==> config.mk <==
export PLATFORM = sky130hd
export DESIGN_NAME = wav_stream_decoder_mono
export DESIGN_NICKNAME = d
export VERILOG_FILES = /design/src/rtl/wsd_pkg.sv /design/src/rtl/wsd_ctrl.sv /design/src/rtl/wsd_dp.sv /design/src/rtl/wav_stream_decoder_mono.sv
export VERILOG_INCLUDE_DIRS = /design/src /design/src/rtl
export SDC_FILE = /design/constraint.sdc
export NUM_CORES = 2
export LEC_CHECK = 0
export ABC_AREA = 1
export BUFFER_PORTS_ARGS = -buffer_cell sky130_fd_sc_hd__buf_2
export CAP_MARGIN = 20
export CORE_MARGIN = 1.5
export CORE_UTILIZATION = 45
export DETAILED_ROUTE_END_ITERATION = 8
export PLACE_DENSITY = 0.7
export SYNTH_ARGS = -nofsm -noshare
export SYNTH_HDL_FRONTEND = slang
export SYNTH_SLANG_ARGS = --single-unit
export TNS_END_PERCENT = 100
==> constraint.sdc <==
create_clock -name clk -period 11.1 [get_ports clk]
set_input_delay 1.11 -clock clk [delete_from_list [all_inputs] [get_ports clk]]
set_output_delay 1.11 -clock clk [all_outputs]
set_load 0.02 [all_outputs]
==> src/rtl/wav_stream_decoder_mono_macros.svh <==
// Assertion helpers shared by the decoder modules.
// Each use expects clk and arst_n in scope.
`ifndef WAV_STREAM_DECODER_MONO_MACROS_SVH
`define WAV_STREAM_DECODER_MONO_MACROS_SVH

// Same-cycle implication, off while reset is asserted
`define WSD_ASSERT_IMP(name, ante, cons) \
	name: assert property (@(posedge clk) disable iff (!arst_n) (ante) |-> (cons)) \
		else $error("wsd assertion failed");

// Next-cycle implication, off while reset is asserted
`define WSD_ASSERT_NXT(name, ante, cons) \
	name: assert property (@(posedge clk) disable iff (!arst_n) (ante) |=> (cons)) \
		else $error("wsd assertion failed");

`endif

==> src/rtl/wsd_pkg.sv <==
package wsd_pkg;

	// Default channel limit
	localparam int MAX_CH_DEF = 8;

	// Chunk tags, little-endian byte order
	localparam logic [31:0] TAG_DATA = 32'h61746164;
	localparam logic [31:0] TAG_FMT  = 32'h20746D66;

	// Format codes
	localparam logic [15:0] FMT_PCM   = 16'h0001;
	localparam logic [15:0] FMT_FLOAT = 16'h0003;
	localparam logic [15:0] FMT_EXT   = 16'hFFFE;

	// Status codes
	localparam logic [3:0] SC_OK     = 4'd0;
	localparam logic [3:0] SC_SHORT  = 4'd1;
	localparam logic [3:0] SC_FLAC   = 4'd2;
	localparam logic [3:0] SC_OGG    = 4'd3;
	localparam logic [3:0] SC_RIFF   = 4'd4;
	localparam logic [3:0] SC_MP4    = 4'd5;
	localparam logic [3:0] SC_MP3    = 4'd6;
	localparam logic [3:0] SC_NOTWAV = 4'd7;
	localparam logic [3:0] SC_TRUNC  = 4'd8;
	localparam logic [3:0] SC_NOFMT  = 4'd9;
	localparam logic [3:0] SC_NODATA = 4'd10;
	localparam logic [3:0] SC_CODEC  = 4'd11;
	localparam logic [3:0] SC_ZERO   = 4'd12;
	localparam logic [3:0] SC_BITS   = 4'd13;
	localparam logic [3:0] SC_NOFRM  = 4'd14;
	localparam logic [3:0] SC_MANYCH = 4'd15;

	// Controller to datapath
	typedef struct packed {
		logic take;
		logic exec;
		logic conv;
		logic div_step;
		logic load_smp;
		logic load_sts;
	} cmd_t;

	// Datapath to controller
	typedef struct packed {
		logic fin;
		logic smp_done;
		logic frame_done;
		logic div_last;
	} sts_t;

endpackage

==> src/rtl/wsd_ctrl.sv <==
`include "wav_stream_decoder_mono_macros.svh"

module wsd_ctrl (
	input  logic          clk,
	input  logic          arst_n,
	input  logic          byte_valid,
	output logic          byte_stall,
	output logic          result_valid,
	input  logic          result_stall,
	input  wsd_pkg::sts_t sts,
	output wsd_pkg::cmd_t cmd
);
	import wsd_pkg::*;

	typedef enum logic [5:0] {
		S_IDLE = 6'b000001,
		S_EXEC = 6'b000010,
		S_CONV = 6'b000100,
		S_DIV  = 6'b001000,
		S_SOUT = 6'b010000,
		S_TOUT = 6'b100000
	} state_t;

	state_t state_q, state_n;
	logic   valid_q, valid_n;
	logic   free;

	// Output register can take a word this cycle
	assign free = !valid_q || !result_stall;

	// Sequence one byte through parse, convert, divide and emit
	always_comb begin
		state_n = state_q;
		cmd = '0;
		case (state_q)
			S_IDLE: begin
				if (byte_valid) begin
					cmd.take = 1'b1;
					state_n = S_EXEC;
				end
			end
			S_EXEC: begin
				cmd.exec = 1'b1;
				if (sts.smp_done) state_n = S_CONV;
				else if (sts.fin) state_n = S_TOUT;
				else state_n = S_IDLE;
			end
			S_CONV: begin
				cmd.conv = 1'b1;
				if (sts.frame_done) state_n = S_DIV;
				else if (sts.fin) state_n = S_TOUT;
				else state_n = S_IDLE;
			end
			S_DIV: begin
				cmd.div_step = 1'b1;
				if (sts.div_last) state_n = S_SOUT;
			end
			S_SOUT: begin
				if (free) begin
					cmd.load_smp = 1'b1;
					state_n = sts.fin ? S_TOUT : S_IDLE;
				end
			end
			S_TOUT: begin
				if (free) begin
					cmd.load_sts = 1'b1;
					state_n = S_IDLE;
				end
			end
			default: state_n = S_IDLE;
		endcase
	end

	// Hold the output word until taken
	always_comb begin
		valid_n = valid_q;
		if (cmd.load_smp || cmd.load_sts) valid_n = 1'b1;
		else if (!result_stall) valid_n = 1'b0;
	end

	always_ff @(posedge clk or negedge arst_n) begin
		if (!arst_n) begin
			state_q <= S_IDLE;
			valid_q <= 1'b0;
		end else begin
			state_q <= state_n;
			valid_q <= valid_n;
		end
	end

	assign byte_stall   = (state_q != S_IDLE);
	assign result_valid = valid_q;

	`WSD_ASSERT_NXT(a_div_exit, state_q == S_DIV, state_q == S_DIV || state_q == S_SOUT)
	`WSD_ASSERT_NXT(a_sts_out, cmd.load_sts, valid_q && state_q == S_IDLE)

endmodule

==> src/rtl/wsd_dp.sv <==
`include "wav_stream_decoder_mono_macros.svh"

module wsd_dp #(
	parameter int MAX_CHANNELS = wsd_pkg::MAX_CH_DEF
) (
	input  logic               clk,
	input  logic               arst_n,
	input  logic [7:0]         file_byte,
	input  logic               final_byte,
	input  wsd_pkg::cmd_t      cmd,
	output wsd_pkg::sts_t      sts,
	output logic               is_status,
	output logic signed [23:0] mono_sample,
	output logic [3:0]         status_code,
	output logic [31:0]        sample_rate,
	output logic               end_of_run
);
	import wsd_pkg::*;

	localparam int CH_W  = $clog2(MAX_CHANNELS + 1);
	localparam int SUM_W = 24 + CH_W;
	localparam int DC_W  = $clog2(SUM_W);
	localparam logic [DC_W-1:0]  DC_LAST = DC_W'(SUM_W - 1);
	localparam logic [SUM_W-1:0] MAG_MIN = SUM_W'(24'h800000);

	typedef enum logic [5:0] {
		P_HDR  = 6'b000001,
		P_CHDR = 6'b000010,
		P_BODY = 6'b000100,
		P_DATA = 6'b001000,
		P_PAD  = 6'b010000,
		P_SINK = 6'b100000
	} parse_t;

	logic [7:0]        byte_q, byte_n;
	logic              fin_q, fin_n;
	parse_t            stage_q, stage_n;
	logic [87:0]       hdr_q, hdr_n;
	logic [3:0]        hcnt_q, hcnt_n;
	logic [31:0]       tag_q, tag_n;
	logic [31:0]       left_q, left_n;
	logic              pad_q, pad_n;
	logic [4:0]        pos_q, pos_n;
	logic [15:0]       ftag_q, ftag_n;
	logic [15:0]       chan_q, chan_n;
	logic [31:0]       rate_q, rate_n;
	logic [15:0]       bits_q, bits_n;
	logic              fseen_q, fseen_n;
	logic              dseen_q, dseen_n;
	logic [63:0]       smp_q, smp_n;
	logic [3:0]        bis_q, bis_n;
	logic [CH_W-1:0]   idx_q, idx_n;
	logic [SUM_W-1:0]  sum_q, sum_n;
	logic              frm_q, frm_n;
	logic [3:0]        err_q, err_n;
	logic [7:0]        sub_q, sub_n;
	logic              fact_q, fact_n;
	logic [SUM_W-1:0]  dvd_q, dvd_n;
	logic [CH_W:0]     rem_q, rem_n;
	logic [DC_W-1:0]   dcnt_q, dcnt_n;
	logic              neg_q, neg_n;
	logic              ost_q, ost_n;
	logic [23:0]       omono_q, omono_n;
	logic [3:0]        ocode_q, ocode_n;
	logic [31:0]       orate_q, orate_n;
	logic              oeor_q, oeor_n;

	logic [31:0]       tag_w, left_w;
	logic [4:0]        pos_inc;
	logic [3:0]        bps, bis_inc;
	logic [23:0]       conv_v;
	logic [SUM_W-1:0]  sum_w;
	logic [CH_W-1:0]   idx_inc;
	logic [CH_W:0]     rem_sh;
	logic [SUM_W-1:0]  qv;
	logic [3:0]        hdr_code, fmt_code, st_code;
	logic              smp_done, frame_done;

	function automatic logic [3:0] classify(input logic [95:0] h);
		logic riff;
		riff = (h[31:0] == 32'h46464952);
		if (riff && h[95:64] == 32'h45564157) return SC_OK;
		if (h[31:0] == 32'h43614C66) return SC_FLAC;
		if (h[31:0] == 32'h5367674F) return SC_OGG;
		if (riff) return SC_RIFF;
		if (h[63:32] == 32'h70797466) return SC_MP4;
		if (h[23:0] == 24'h334449) return SC_MP3;
		if (h[7:0] == 8'hFF && h[15:13] == 3'b111) return SC_MP3;
		return SC_NOTWAV;
	endfunction

	function automatic logic [23:0] sat_mag(input logic neg, input logic [24:0] mag);
		logic [24:0] nm;
		nm = 25'd0 - mag;
		if (neg) return (mag >= 25'h0800000) ? 24'h800000 : nm[23:0];
		return (mag > 25'h07FFFFF) ? 24'h7FFFFF : mag[23:0];
	endfunction

	function automatic logic [23:0] to_q23(input logic [63:0] raw, input logic [15:0] ft,
			input logic [15:0] bd);
		logic [7:0]  s8;
		logic [10:0] s11;
		logic [23:0] t24;
		logic [52:0] t53;
		logic [32:0] m33;
		s8  = 8'd127 - raw[30:23];
		s11 = 11'd1052 - raw[62:52];
		t24 = {1'b1, raw[22:0]} >> s8[4:0];
		t53 = {1'b1, raw[51:0]} >> s11[5:0];
		m33 = raw[31] ? (33'h100000000 - {1'b0, raw[31:0]}) : {1'b0, raw[31:0]};
		if (ft == FMT_FLOAT) begin
			if (bd == 16'd32) begin
				if (raw[30:23] == 8'hFF)
					return (raw[22:0] != 23'd0) ? 24'd0 : sat_mag(raw[31], 25'h1000000);
				if (raw[30:23] == 8'h00) return 24'd0;
				if (raw[30:23] >= 8'd127) return sat_mag(raw[31], 25'h1000000);
				if (s8 >= 8'd32) return 24'd0;
				return sat_mag(raw[31], {1'b0, t24});
			end
			if (raw[62:52] == 11'h7FF)
				return (raw[51:0] != 52'd0) ? 24'd0 : sat_mag(raw[63], 25'h1000000);
			if (raw[62:52] == 11'h000) return 24'd0;
			if (raw[62:52] >= 11'd1023) return sat_mag(raw[63], 25'h1000000);
			if (s11 >= 11'd64) return 24'd0;
			return sat_mag(raw[63], t53[24:0]);
		end
		case (bd)
			16'd8:   return {~raw[7], raw[6:0], 16'd0};
			16'd16:  return {raw[15:0], 8'd0};
			16'd24:  return raw[23:0];
			default: return sat_mag(raw[31], m33[32:8]);
		endcase
	endfunction

	// Format checks when the first data chunk opens
	always_comb begin
		if (!fseen_q) fmt_code = SC_NOFMT;
		else if (ftag_q != FMT_PCM && ftag_q != FMT_FLOAT) fmt_code = SC_CODEC;
		else if (chan_q == 16'd0 || rate_q == 32'd0) fmt_code = SC_ZERO;
		else if (ftag_q == FMT_FLOAT && bits_q != 16'd32 && bits_q != 16'd64)
			fmt_code = SC_BITS;
		else if (ftag_q == FMT_PCM && bits_q != 16'd8 && bits_q != 16'd16 &&
				bits_q != 16'd24 && bits_q != 16'd32)
			fmt_code = SC_BITS;
		else if (chan_q > 16'(MAX_CHANNELS)) fmt_code = SC_MANYCH;
		else fmt_code = SC_OK;
	end

	// Final status, in priority order
	always_comb begin
		if (stage_q == P_HDR) st_code = SC_SHORT;
		else if (err_q != SC_OK) st_code = err_q;
		else if ((stage_q == P_BODY || stage_q == P_DATA) && left_q != 32'd0 &&
				(pos_q == 5'd0 || tag_q != TAG_DATA))
			st_code = SC_TRUNC;
		else if (!dseen_q) st_code = fseen_q ? SC_NODATA : SC_NOFMT;
		else if (!frm_q) st_code = SC_NOFRM;
		else st_code = SC_OK;
	end

	// Shared helpers
	always_comb begin
		tag_w = tag_q;
		left_w = left_q;
		if (pos_q < 5'd4) tag_w[{pos_q[1:0], 3'b000} +: 8] = byte_q;
		else left_w[{pos_q[1:0], 3'b000} +: 8] = byte_q;
	end

	assign hdr_code = classify({byte_q, hdr_q});
	assign pos_inc  = (pos_q == 5'h1F) ? pos_q : pos_q + 5'd1;
	assign bps      = (bits_q[5:3] == 3'd0) ? 4'd8 : {1'b0, bits_q[5:3]};
	assign bis_inc  = bis_q + 4'd1;
	assign conv_v   = to_q23(smp_q, ftag_q, bits_q);
	assign sum_w    = sum_q + {{CH_W{conv_v[23]}}, conv_v};
	assign idx_inc  = idx_q + CH_W'(1);
	assign rem_sh   = {rem_q[CH_W-1:0], dvd_q[SUM_W-1]};
	assign qv       = neg_q ? (SUM_W'(0) - dvd_q) : dvd_q;

	// Next-state logic for parse, convert, divide and output
	always_comb begin
		byte_n = byte_q;   fin_n = fin_q;     stage_n = stage_q; hdr_n = hdr_q;
		hcnt_n = hcnt_q;   tag_n = tag_q;     left_n = left_q;   pad_n = pad_q;
		pos_n = pos_q;     ftag_n = ftag_q;   chan_n = chan_q;   rate_n = rate_q;
		bits_n = bits_q;   fseen_n = fseen_q; dseen_n = dseen_q; smp_n = smp_q;
		bis_n = bis_q;     idx_n = idx_q;     sum_n = sum_q;     frm_n = frm_q;
		err_n = err_q;     sub_n = sub_q;     fact_n = fact_q;   dvd_n = dvd_q;
		rem_n = rem_q;     dcnt_n = dcnt_q;   neg_n = neg_q;     ost_n = ost_q;
		omono_n = omono_q; ocode_n = ocode_q; orate_n = orate_q; oeor_n = oeor_q;
		smp_done = 1'b0;
		frame_done = 1'b0;

		// Latch the incoming word
		if (cmd.take) begin
			byte_n = file_byte;
			fin_n = final_byte;
		end

		// Advance the chunk parser by one byte
		if (cmd.exec) begin
			case (stage_q)
				P_HDR: begin
					if (hcnt_q < 4'd11) begin
						hdr_n[{hcnt_q, 3'b000} +: 8] = byte_q;
						hcnt_n = hcnt_q + 4'd1;
					end else begin
						err_n = hdr_code;
						stage_n = (hdr_code != SC_OK) ? P_SINK : P_CHDR;
						pos_n = 5'd0;
					end
				end
				P_CHDR: begin
					tag_n = tag_w;
					left_n = left_w;
					pos_n = pos_q + 5'd1;
					if (pos_q == 5'd7) begin
						pos_n = 5'd0;
						pad_n = left_w[0];
						fact_n = (tag_w == TAG_FMT) && (left_w >= 32'd16) && !dseen_q;
						if (left_w == 32'd0) begin
							stage_n = P_CHDR;
							tag_n = 32'd0;
						end else if (tag_w == TAG_DATA && !dseen_q) begin
							dseen_n = 1'b1;
							err_n = fmt_code;
							if (fmt_code != SC_OK) stage_n = P_SINK;
							else begin
								stage_n = P_DATA;
								smp_n = 64'd0;
								bis_n = 4'd0;
								idx_n = '0;
								sum_n = '0;
							end
						end else begin
							stage_n = P_BODY;
						end
					end
				end
				P_BODY: begin
					if (fact_q) begin
						case (pos_q)
							5'd0:  ftag_n = {8'd0, byte_q};
							5'd1:  ftag_n[15:8] = byte_q;
							5'd2:  chan_n = {8'd0, byte_q};
							5'd3:  chan_n[15:8] = byte_q;
							5'd4:  rate_n = {24'd0, byte_q};
							5'd5, 5'd6, 5'd7: rate_n[{pos_q[1:0], 3'b000} +: 8] = byte_q;
							5'd14: bits_n = {8'd0, byte_q};
							5'd15: bits_n[15:8] = byte_q;
							5'd24: sub_n = byte_q;
							5'd25: if (ftag_q == FMT_EXT) ftag_n = {byte_q, sub_q};
							default: ;
						endcase
					end
					pos_n = pos_inc;
					left_n = left_q - 32'd1;
					if (left_q == 32'd1) begin
						if (fact_q) fseen_n = 1'b1;
						fact_n = 1'b0;
						stage_n = pad_q ? P_PAD : P_CHDR;
						pos_n = 5'd0;
						tag_n = 32'd0;
						left_n = 32'd0;
					end
				end
				P_DATA: begin
					smp_n[{bis_q[2:0], 3'b000} +: 8] = byte_q;
					bis_n = bis_inc;
					if (bis_inc >= bps) begin
						smp_done = 1'b1;
						bis_n = 4'd0;
					end
					pos_n = pos_inc;
					left_n = left_q - 32'd1;
					if (left_q == 32'd1) begin
						stage_n = pad_q ? P_PAD : P_CHDR;
						pos_n = 5'd0;
						tag_n = 32'd0;
						left_n = 32'd0;
					end
				end
				P_PAD: begin
					stage_n = P_CHDR;
					pos_n = 5'd0;
				end
				default: ;
			endcase
		end

		// Accumulate one converted sample, start the divide at frame end
		if (cmd.conv) begin
			smp_n = 64'd0;
			if (idx_inc >= chan_q[CH_W-1:0]) begin
				frame_done = 1'b1;
				idx_n = '0;
				sum_n = '0;
				neg_n = sum_w[SUM_W-1];
				dvd_n = sum_w[SUM_W-1] ? (SUM_W'(0) - sum_w) : sum_w;
				rem_n = '0;
				dcnt_n = '0;
			end else begin
				idx_n = idx_inc;
				sum_n = sum_w;
			end
		end

		// One restoring divide step per cycle
		if (cmd.div_step) begin
			if (rem_sh >= {1'b0, chan_q[CH_W-1:0]}) begin
				rem_n = rem_sh - {1'b0, chan_q[CH_W-1:0]};
				dvd_n = {dvd_q[SUM_W-2:0], 1'b1};
			end else begin
				rem_n = rem_sh;
				dvd_n = {dvd_q[SUM_W-2:0], 1'b0};
			end
			dcnt_n = dcnt_q + DC_W'(1);
		end

		// Load a sample word
		if (cmd.load_smp) begin
			ost_n = 1'b0;
			omono_n = qv[23:0];
			ocode_n = SC_OK;
			orate_n = 32'd0;
			oeor_n = !fin_q;
			frm_n = 1'b1;
		end

		// Load the status word and drop all file state
		if (cmd.load_sts) begin
			ost_n = 1'b1;
			omono_n = 24'd0;
			ocode_n = st_code;
			orate_n = (st_code == SC_OK) ? rate_q : 32'd0;
			oeor_n = 1'b1;
			stage_n = P_HDR; hdr_n = '0;    hcnt_n = '0;    tag_n = '0;
			left_n = '0;     pad_n = 1'b0;  pos_n = '0;     ftag_n = '0;
			chan_n = '0;     rate_n = '0;   bits_n = '0;    fseen_n = 1'b0;
			dseen_n = 1'b0;  smp_n = '0;    bis_n = '0;     idx_n = '0;
			sum_n = '0;      frm_n = 1'b0;  err_n = SC_OK;  sub_n = '0;
			fact_n = 1'b0;
		end
	end

	always_ff @(posedge clk or negedge arst_n) begin
		if (!arst_n) begin
			byte_q <= '0;   fin_q <= 1'b0;   stage_q <= P_HDR; hdr_q <= '0;
			hcnt_q <= '0;   tag_q <= '0;     left_q <= '0;     pad_q <= 1'b0;
			pos_q <= '0;    ftag_q <= '0;    chan_q <= '0;     rate_q <= '0;
			bits_q <= '0;   fseen_q <= 1'b0; dseen_q <= 1'b0;  smp_q <= '0;
			bis_q <= '0;    idx_q <= '0;     sum_q <= '0;      frm_q <= 1'b0;
			err_q <= SC_OK; sub_q <= '0;     fact_q <= 1'b0;   dvd_q <= '0;
			rem_q <= '0;    dcnt_q <= '0;    neg_q <= 1'b0;    ost_q <= 1'b0;
			omono_q <= '0;  ocode_q <= '0;   orate_q <= '0;    oeor_q <= 1'b0;
		end else begin
			byte_q <= byte_n;   fin_q <= fin_n;     stage_q <= stage_n; hdr_q <= hdr_n;
			hcnt_q <= hcnt_n;   tag_q <= tag_n;     left_q <= left_n;   pad_q <= pad_n;
			pos_q <= pos_n;     ftag_q <= ftag_n;   chan_q <= chan_n;   rate_q <= rate_n;
			bits_q <= bits_n;   fseen_q <= fseen_n; dseen_q <= dseen_n; smp_q <= smp_n;
			bis_q <= bis_n;     idx_q <= idx_n;     sum_q <= sum_n;     frm_q <= frm_n;
			err_q <= err_n;     sub_q <= sub_n;     fact_q <= fact_n;   dvd_q <= dvd_n;
			rem_q <= rem_n;     dcnt_q <= dcnt_n;   neg_q <= neg_n;     ost_q <= ost_n;
			omono_q <= omono_n; ocode_q <= ocode_n; orate_q <= orate_n; oeor_q <= oeor_n;
		end
	end

	assign sts.fin        = fin_q;
	assign sts.smp_done   = smp_done;
	assign sts.frame_done = frame_done;
	assign sts.div_last   = (dcnt_q == DC_LAST);

	assign is_status   = ost_q;
	assign mono_sample = omono_q;
	assign status_code = ocode_q;
	assign sample_rate = orate_q;
	assign end_of_run  = oeor_q;

	`WSD_ASSERT_IMP(a_avg_fits, cmd.load_smp, dvd_q[SUM_W-1:23] == '0 || (neg_q && dvd_q == MAG_MIN))
	`WSD_ASSERT_IMP(a_err_sink, err_q != SC_OK, stage_q == P_SINK)
	`WSD_ASSERT_IMP(a_data_fmt, stage_q == P_DATA, dseen_q && fseen_q)

endmodule

==> src/rtl/wav_stream_decoder_mono.sv <==
// Channel | Handshake                  | Payload
// byte    | byte_valid / byte_stall    | file_byte, final_byte
// result  | result_valid / result_stall| is_status, mono_sample, status_code,
//         |                            | sample_rate, end_of_run
//
// A byte passes through the take and parse states; one that completes a sample
// adds a convert state, and one that completes a frame adds the restoring
// divider steps plus an output load, which waits while a held word is stalled.
// Reset is asynchronous and active low; no clearing pass follows it.
// A waiting result word holds in the output register while the next byte
// is taken; a new word loads only once the previous one has gone.
module wav_stream_decoder_mono #(
	parameter int MAX_CHANNELS = wsd_pkg::MAX_CH_DEF
) (
	input  logic               clk,
	input  logic               arst_n,
	input  logic               byte_valid,
	output logic               byte_stall,
	input  logic [7:0]         file_byte,
	input  logic               final_byte,
	output logic               result_valid,
	input  logic               result_stall,
	output logic               is_status,
	output logic signed [23:0] mono_sample,
	output logic [3:0]         status_code,
	output logic [31:0]        sample_rate,
	output logic               end_of_run
);
	import wsd_pkg::*;

	cmd_t cmd;
	sts_t sts;

	// Sequencer
	wsd_ctrl u_ctrl (
		.clk          (clk),
		.arst_n       (arst_n),
		.byte_valid   (byte_valid),
		.byte_stall   (byte_stall),
		.result_valid (result_valid),
		.result_stall (result_stall),
		.sts          (sts),
		.cmd          (cmd)
	);

	// Parser, converter, divider and output register
	wsd_dp #(
		.MAX_CHANNELS (MAX_CHANNELS)
	) u_dp (
		.clk         (clk),
		.arst_n      (arst_n),
		.file_byte   (file_byte),
		.final_byte  (final_byte),
		.cmd         (cmd),
		.sts         (sts),
		.is_status   (is_status),
		.mono_sample (mono_sample),
		.status_code (status_code),
		.sample_rate (sample_rate),
		.end_of_run  (end_of_run)
	);

endmodule

==> out/metrics.cfg <==
[status]
status = finished clean

[power]
intPower_mw = 5.14
clkPwrFrac_pct = 17.9
p_sw_mw = 5.50
p_sw_share_pct = 51.7
sequentialPowerShare_pct = 22.6
pwr_density_cell_nw_per_um2 = 277
power_leakage_nw = 18.2
ir_worst_vdd_v = 0.000341
power_mw = 10.6
power_frac_comb_pct = 59.5

[cells_and_area]
final_cell_mix = nand2_1 (1380), inv_1 (565), nand3_1 (525), dfrtp_1 (476), o21ai_0 (466)
final_area_um2 = 38300
nNetsFinal = 5316
syn_to_final_growth_pct = 8.30
layout_commonest_cell = nand2_1
final_util_pct = 49.4
drive_above_1_share_pct = 6.30

[run]
cap_violations = 0

[timing]
fin_crit_sh_pct = 84.0
finClkSkew_ns = 0.0647
finalSetupViolCount = 0
drv_slew = 0
rsz0062_at_grt = no
max_freq_ghz = 0.107
hold_slack_ns = 0.475
fin_crit_ns = 9.32
finalHoldViolCount = 0
relSlewSlack_pct = 18.8
tightest_slew_ns = 1.21
setup_tns_ns = 0

[route]
ant_nets = 0
drc = 0
viasPerCell = 5.88
drt_iter0_drc = 5015
wire_per_inst_um = 19.4
vias = 37129
first_pass_iters = 6
drt_wl_total_mm = 123

[synthesis]
synthesis.area_um2 = 35400
yosys_warnings = 0
synth_nets = 5369
ys_types = 77
synthCells = 5281
ys_seq_area_share_pct = 33.9
async_flop_share_pct = 100
ys.flop_type = dfrtp_1
syn_avg_cell_area_um2 = 6.70
synth-edff-count = 0
ys_ff_latch = 480

[critical_path]
cp-end-kind = flop
r2r_slack_ns = 1.78
arrival_ns = 9.85
cp_data_required_time_ns = 11.63
start_kind = flop
cp_slowest_cell = dfrtp_2
crit_path_max_incr_delay_ns = 1.06
cpMostUsedCell = nand2_1
r2r_end = u_dp.dvd_q[25]
r2r_start = u_dp.smp_q[52]
worst-r2r-cell-count = 41
critPathKind = reg2reg
cp_max_fo = 63

[grt]
grt_first_pass_wirelength_mm = 194
grt-ovfl-total = 0
grtUsageTotal_pct = 29.8
first_global_vias = 34515
antenna_found_initial = 1
grt_max_degree = 83

[clocking]
h-tree-depth = 2
cts.repair.resized = 0
path_clk_slew_ns = 0.06
cts_sinks = 480
cts_tree = done
clock_latency_ns = 0.65
cts_setup_buffers = 0
clockBufferDepth = 3
hold_buffers = 0
cts_root_buf = clkbuf_16
cts_made_buffers = 54

[floorplan]
die_w_um = 283
initial_utilization_pct = 45.6
design.core.area_um2 = 77600
rows = 102
die_height_um = 283
ios = 77
die-area_um2 = 80400

[hold_path]
hp-start = u_dp.fin_q
hold_depth = 1
min_to = u_dp.end_of_run
hold_path_class = reg2reg

[placed_design]
io_buffers = 76
place.gp.congestion = 1.01
dpl.hpwl_mm = 90.7
placed_area_um2 = 36400

[cells in the mapped netlist (45+ instances only)]
library cell / n / share of area [%]
buf_2: 56 / 0.79
inv_1: 566 / 6.0
nor4_1: 79 / 1.4
o22ai_1: 116 / 2.0
nor3_1: 91 / 1.3
xor2_1: 87 / 2.2
a21oi_1: 180 / 2.5
nand2_1: 1381 / 15
o21ai_0: 466 / 6.6
nand4_1: 112 / 2.0
clkbuf_1: 134 / 1.4
nand3_1: 525 / 7.4
dfrtp_1: 478 / 34
o31ai_1: 45 / 0.95
o21ai_1: 59 / 0.83
nor2_1: 427 / 4.5
ha_1: 73 / 2.6
[flip-flops by register name, indices dropped and copies added (netlist names), 24 cells and up]
signal	flops
u_dp.dvd_q	28
u_dp.hdr_q	88
u_dp.left_q	32
u_dp.mono_sample	24
u_dp.rate_q	32
u_dp.sample_rate	32
u_dp.smp_q	64
u_dp.sum_q	28
u_dp.tag_q	32
[critical path, delay by kind of cell, from the launching register on]
kind / cells / cell delay (ns)
adders and majority gates: 3 / 0.96
and+or+nand+nor: 26 / 4.02
buffers and inverters: 4 / 1.50
DFF: 1 / 1.06
AOI/OAI and AO/OA: 7 / 1.26
xor gates and xnor gates: 1 / 0.42
[cell type report]
type	instances	area [um2]
diodes	1	2.50
clock buffers	76	1580
clock inverters	24	327
fillers	7910	39300
inverters	596	2240
multi-input cells	3968	20000
flip-flops and latches	480	12000
well taps	1040	1300
repair buffers	128	827
[stage by stage]
| stage | setup slack (ns) | std cells |
|---|---|---|
| after floorplan | 4.93 | 5281 |
| after global placement | 2.08 | 6206 |
| after detailed placement | 2.04 | 6207 |
| after CTS | 2.05 | 6307 |
| after global routing | 0.777 | 6312 |
| final | 1.78 | 6313 |
[per-layer routing]
layer  track usage, %  vias up  part of all wire (%)
li1                 -    17683                     -
met1             41.0    17317                    43
met2             47.0     1797                    44
met3             4.23      332                   8.5
met4             12.2        0                   4.5
met5                0        -                     0
[cells by family (layout without fill, tap and decap cells)]
family	count (synthesis)	after routing	synth area share, %
AOI/OAI and AO/OA	1072	1072	17.7
xor gates and xnor gates	111	111	2.80
adders and majority gates	75	75	2.69
buffers and inverters	833	824	9.52
DFF	480	480	33.9
muxes	6	6	0.173
other	0	1	0
and+or+nand+nor	2704	2704	33.2
[worst max path at each step]
stage,startpoint,cells past startpoint,endpoint
floorplan,u_dp.smp_q[52],45,u_dp.dvd_q[25]
global placement,u_dp.smp_q[52],41,u_dp.dvd_q[25]
detailed placement,u_dp.smp_q[52],42,u_dp.dvd_q[25]
CTS,u_dp.smp_q[52],42,u_dp.dvd_q[25]
global route,u_dp.smp_q[52],41,u_dp.dvd_q[25]
finish,u_dp.smp_q[52],41,u_dp.dvd_q[25]
[power groups by stage]
| stage | registers [mW] | logic, mW | clock network [mW] |
|---|---|---|---|
| after floorplan | 2.33 | 4.55 | 0 |
| after global placement | 2.41 | 6.07 | 0 |
| after detailed placement | 2.41 | 6.10 | 0 |
| after CTS | 2.39 | 6.16 | 1.92 |
| after global routing | 2.43 | 7.01 | 2.00 |
| final | 2.40 | 6.33 | 1.91 |
Note: power is estimated with default switching activity, not from simulation.
